<file path="src/hw/rtl/cbz_pkg.sv">
// ----------------------------------------------------------------------------
// cbz_pkg
// Shared constants and tables for the cubic Bezier point/heading/curvature
// evaluator.
// ----------------------------------------------------------------------------
`default_nettype none

package cbz_pkg;

  localparam int unsigned TW = 17;                 // t, Q1.16
  localparam logic [TW-1:0] T_ONE = 17'd65536;

  // heading datapath
  localparam int unsigned HW        = 45;          // CORDIC x/y width
  localparam int unsigned ZW        = 28;          // angle accumulator
  localparam int unsigned NORM_BIT  = 40;          // normalise to [2^40, 2^41)
  localparam int signed   HALF_PI_Z = 26353589;
  localparam int signed   HEAD_LIM  = 25736;

  // curvature datapath
  localparam int unsigned FD_BITS = 26;            // |first deriv| < 2^26
  localparam int unsigned SD_BITS = 29;            // |second deriv| < 2^29
  localparam int unsigned AW      = FD_BITS + 1;
  localparam int unsigned BW      = SD_BITS + 1;
  localparam int unsigned SCW     = 4;             // scale shift width
  localparam int unsigned SQW     = 53;            // dx^2 + dy^2
  localparam int unsigned NW      = 58;            // cross product
  localparam int unsigned RTW     = 32;            // isqrt result
  localparam int unsigned RMW     = 66;            // isqrt remainder
  localparam int unsigned SQLO    = 27;            // split for S*R
  localparam int unsigned DENW    = 85;
  localparam int unsigned NUMW    = 88;
  localparam int unsigned QW      = 34;
  localparam int unsigned DSHW    = 120;

  // curvature pipe: scale, shift, mul, add, isqrt, two mul, divide, finish
  localparam int unsigned CLAT = 4 + RTW + 2 + QW + 1;

  typedef logic signed [ZW-1:0] ang_t;

  // arctan(2^-i) in radians * 2^24
  function automatic ang_t atan_z(input int unsigned i);
    ang_t r;
    case (i)
      0: r = 28'sd13176795;
      1: r = 28'sd7778716;
      2: r = 28'sd4110060;
      3: r = 28'sd2086331;
      4: r = 28'sd1047214;
      5: r = 28'sd524117;
      6: r = 28'sd262123;
      7: r = 28'sd131069;
      default: r = (i <= 24) ? ang_t'(28'sd1 <<< (24 - i)) : '0;
    endcase
    return r;
  endfunction

endpackage

`default_nettype wire

</file>
<file path="src/hw/rtl/cbz_front.sv">
// ----------------------------------------------------------------------------
// cbz_front
// Takes t, clamps it to 1.0 and queues it for the evaluation pipe.
// ----------------------------------------------------------------------------
`default_nettype none

module cbz_front
  import cbz_pkg::*;
(
  input  wire logic          clk,
  input  wire logic          rst_n,
  input  wire logic          start,
  input  wire logic [TW-1:0] in_sample_t,
  output logic               busy,
  output logic               q_valid,
  output logic [TW-1:0]      q_t
);

  logic [TW-1:0] ent_r [2];
  logic          wp_r, wp_nxt, rp_r, rp_nxt;
  logic [1:0]    cnt_r, cnt_nxt;
  logic          push, pop;
  logic [TW-1:0] t_clamp;

  assign busy    = (cnt_r == 2'd2);
  assign push    = start && !busy;
  assign pop     = (cnt_r != 2'd0);      // back end never stalls
  assign q_valid = pop;
  assign q_t     = ent_r[rp_r];
  assign t_clamp = (in_sample_t > T_ONE) ? T_ONE : in_sample_t;

  always_comb begin
    wp_nxt  = push ? !wp_r : wp_r;
    rp_nxt  = pop ? !rp_r : rp_r;
    cnt_nxt = cnt_r + 2'(push) - 2'(pop);
  end

  always_ff @(posedge clk) begin
    if (!rst_n) begin
      wp_r  <= 1'b0;
      rp_r  <= 1'b0;
      cnt_r <= 2'd0;
    end else begin
      wp_r  <= wp_nxt;
      rp_r  <= rp_nxt;
      cnt_r <= cnt_nxt;
    end
  end

  always_ff @(posedge clk) begin
    if (push) begin
      ent_r[wp_r] <= t_clamp;
    end
  end

endmodule

`default_nettype wire

</file>
<file path="config.mk">
export PLATFORM = sky130hd
export DESIGN_NAME = cbz_front
export DESIGN_NICKNAME = d
export VERILOG_FILES = /design/src/hw/rtl/cbz_pkg.sv /design/src/hw/rtl/cbz_front.sv
export SDC_FILE = /design/constraint.sdc
export NUM_CORES = 1
export LEC_CHECK = 0
export BUFFER_PORTS_ARGS = -buffer_cell sky130_fd_sc_hd__buf_2
export CELL_PAD_IN_SITES_DETAIL_PLACEMENT = 1
export CELL_PAD_IN_SITES_GLOBAL_PLACEMENT = 2
export CORE_ASPECT_RATIO = 0.7
export CORE_MARGIN = 3
export CORE_UTILIZATION = 38
export CTS_BUF_LIST = sky130_fd_sc_hd__clkbuf_8
export DETAILED_ROUTE_END_ITERATION = 8
export PLACE_DENSITY_LB_ADDON = 0.1
export RECOVER_POWER = 100
export SETUP_SLACK_MARGIN = 0.05
export SYNTH_ARGS = -nofsm -noshare
export SYNTH_HDL_FRONTEND = slang
export SYNTH_SLANG_ARGS = --single-unit
</file>
<file path="constraint.sdc">
create_clock -name clk -period 2.82 [get_ports clk]
set_input_delay 0.282 -clock clk [delete_from_list [all_inputs] [get_ports clk]]
set_output_delay 0.282 -clock clk [all_outputs]
set_load 0.01 [all_outputs]
</file>
==> metrics.yaml <==
drtAntennaViolNets: 0
synth.yosys.seq_area_share: 0.697
cp_slowest_cell: "dfxtp_1"
synth_cell_type_count: 20
final_cells: 193
crit_family: "flip-flops"
rows: 19
fin_util: 0.476
cp.required_ps: 2540
crit_chain: "mux2_2 -> clkbuf_1"
reg2regPathDepth: 4
grt_usage: 0.123
peakVddDrop_mv: 0.349
fin_crit_ps: 1970
synth_top_family_by_area: "simple AND/OR/NAND/NOR gates"
grt_antenna_before_repair: 0
vias: 920
rsz0062_at_grt: "no"
detail_route.wl_per_cell_microns: 15.2
die_w_microns: 83.8
worstHoldStart: "rst_n"
nNetsFinal: 160
hp-class: "in -> reg"
grt_remaining_overflow: 0
synthAdderAreaFrac: 0
synth.cell_area_sq_um: 1610
fin_skew_ps: 5.03
p_per_area_nw_per_um2: 602
r2r_start: "cnt_r[0]"
diodes: 0
cts_setup_buffers: 0
setup_viol: 0
final_common_cell: "edfxtp_1"
synth-simple-area-share: 0.137
placed_area_sq_um: 1870
cp-end-kind: "primary output"
firstDrtPassIters: 4
viasPerCell: 4.77
synth-compound-area-share: 0.0295
start_util: 0.403
cts_root_buf: "clkbuf_8"
finalCritPeriodShare: 0.700
clock_sinks: 39
cts_tree: "yes"
cts.path.max_buffers: 2
slowest_delay_ps: 850
totalWireLength_microns: 2940
hold_depth: 2
gp_congestion: 0.719
cts_hold_buf: 0
port_buffers: 38
synth_xor_area_frac: 0
syn_nets: 116
status: "finished clean"
r2r_end: "ent_r[0][4]"
path_class: "reg -> out"
synth_mux_area_frac: 0.119
ios: 39
drive_gt1_frac: 0.340
grt_start_max_net_pins: 18
cap_violations: 0
dp_hpwl_microns: 2110
power.leakage_nw: 0.679
cts-resized-gates: 0
drtIter0Drc: 66
path_clk_slew_ps: 70
clkLatencyLatePin_ps: 280
grt_pass1_vias: 944
die_y_microns: 60.4
path_buf_inv: 1
design_area_sq_um: 1900
dieArea_sq_um: 5060
drc: 0
slew_headroom: 0.349
core_area_sq_um: 3990
tightest_slew_ps: 964
r2r_setup_slack_ps: 1140
ys_warn_count: 0
grt_pass1_wl_microns: 4530
htreeDepth: 2
arrival_ps: 1690
worst-path-max-fanout: 17
final_cell_mix: "34 x edfxtp_1, 21 x clkbuf_1, 19 x buf_2, 16 x mux2_2, 15 x nor2b_1"
start_kind: "register"
max_freq_mhz: 507
setup_tns_ps: 0
ys_seq_elements: 39
maxSlewViolCount: 0
syn_inst: 96
finalHoldViolCount: 0
syn-mean-instance-area_sq_um: 16.8
hold_end: "wp_r"
place_inst: 185
numCtsBuffers: 5
syn_to_final_growth_pct: 18.1
## routing by layer
| layer | GRT usage | share of wire | vias up |
|---|---|---|---|
| met4 | 0.0550 | 0.012 | 0 |
| met1 | 0.153 | 0.46 | 446 |
| met2 | 0.199 | 0.48 | 25 |
| met5 | 0 | 0 | - |
| li1 | - | - | 444 |
| met3 | 0.0407 | 0.050 | 5 |
## worst max path at each step
stage / depth (start not counted) / slack (ps) / to / from
floorplan: 3 / 620 / ent_r[0][0] / cnt_r[0]
global placement: 2 / 1140 / q_t[6] / register
detailed placement: 2 / 1120 / q_t[9] / register
CTS: 2 / 800 / q_t[3] / register
global route: 2 / 700 / q_t[13] / register
finish: 2 / 850 / q_t[13] / register
## where the power goes
group,internal (mW),switching (mW)
clock network,0.169,0.182
logic,0.0524,0.0649
registers,0.661,0.0140
total,0.882,0.261
## cell type report
cell class                      instances  area, sq um
Sequential cell                        39         1120
Multi-Input combinational cell         50          440
Inverter                                4         15.0
Clock buffer                            5         68.8
Clock inverter                          3         16.3
Fill cell                             430         2090
Tap cell                               52         65.1
Timing Repair Buffer                   40          174
## synth_stat cells
| library cell | n | area share |
|---|---|---|
| edfxtp_1 | 34 | 0.63 |
| mux2_2 | 17 | 0.12 |
| nor2b_1 | 15 | 0.058 |
| dfxtp_1 | 5 | 0.062 |
| inv_1 | 4 | 0.0093 |
| nor3_1 | 3 | 0.0093 |
| and3_1 | 2 | 0.0078 |
| buf_2 | 2 | 0.0062 |
| nor4_2 | 2 | 0.016 |
| nor4_4 | 2 | 0.026 |
| a21boi_0 | 1 | 0.0047 |
| a21oi_1 | 1 | 0.0031 |
| a41oi_4 | 1 | 0.017 |
| and2_1 | 1 | 0.0039 |
| clkbuf_1 | 1 | 0.0023 |
| nand2b_1 | 1 | 0.0039 |
| nor2_1 | 1 | 0.0023 |
| nor2b_2 | 1 | 0.0054 |
| o21a_1 | 1 | 0.0047 |
| or2_2 | 1 | 0.0039 |
## stage by stage
| step | hold WS, ps | worst slack, ps | total power, mW |
|---|---|---|---|
| 2_1_floorplan | 400 | 618 | 0.755 |
| 3_3_place_gp | 476 | 1140 | 0.813 |
| 3_5_place_dp | 493 | 1120 | 0.817 |
| 4_1_cts | 231 | 799 | 1.17 |
| 5_1_grt | 233 | 704 | 1.20 |
| 6_report | 237 | 847 | 1.14 |
## sequential cells by signal, indices dropped and copies added, names as in the netlist, named ones only
register,flops
rp_r,1
ent_r,34
cnt_r,2
wp_r,1
## kinds of logic after synthesis
logic type             count (synthesis)
buffers and inverters                  7
AND/OR/NAND/NOR                       29
multiplexers                          17
flip-flops                            39
AO/OA/AOI/OAI                          4
No activity file was read; power rests on OpenSTA's default activity.
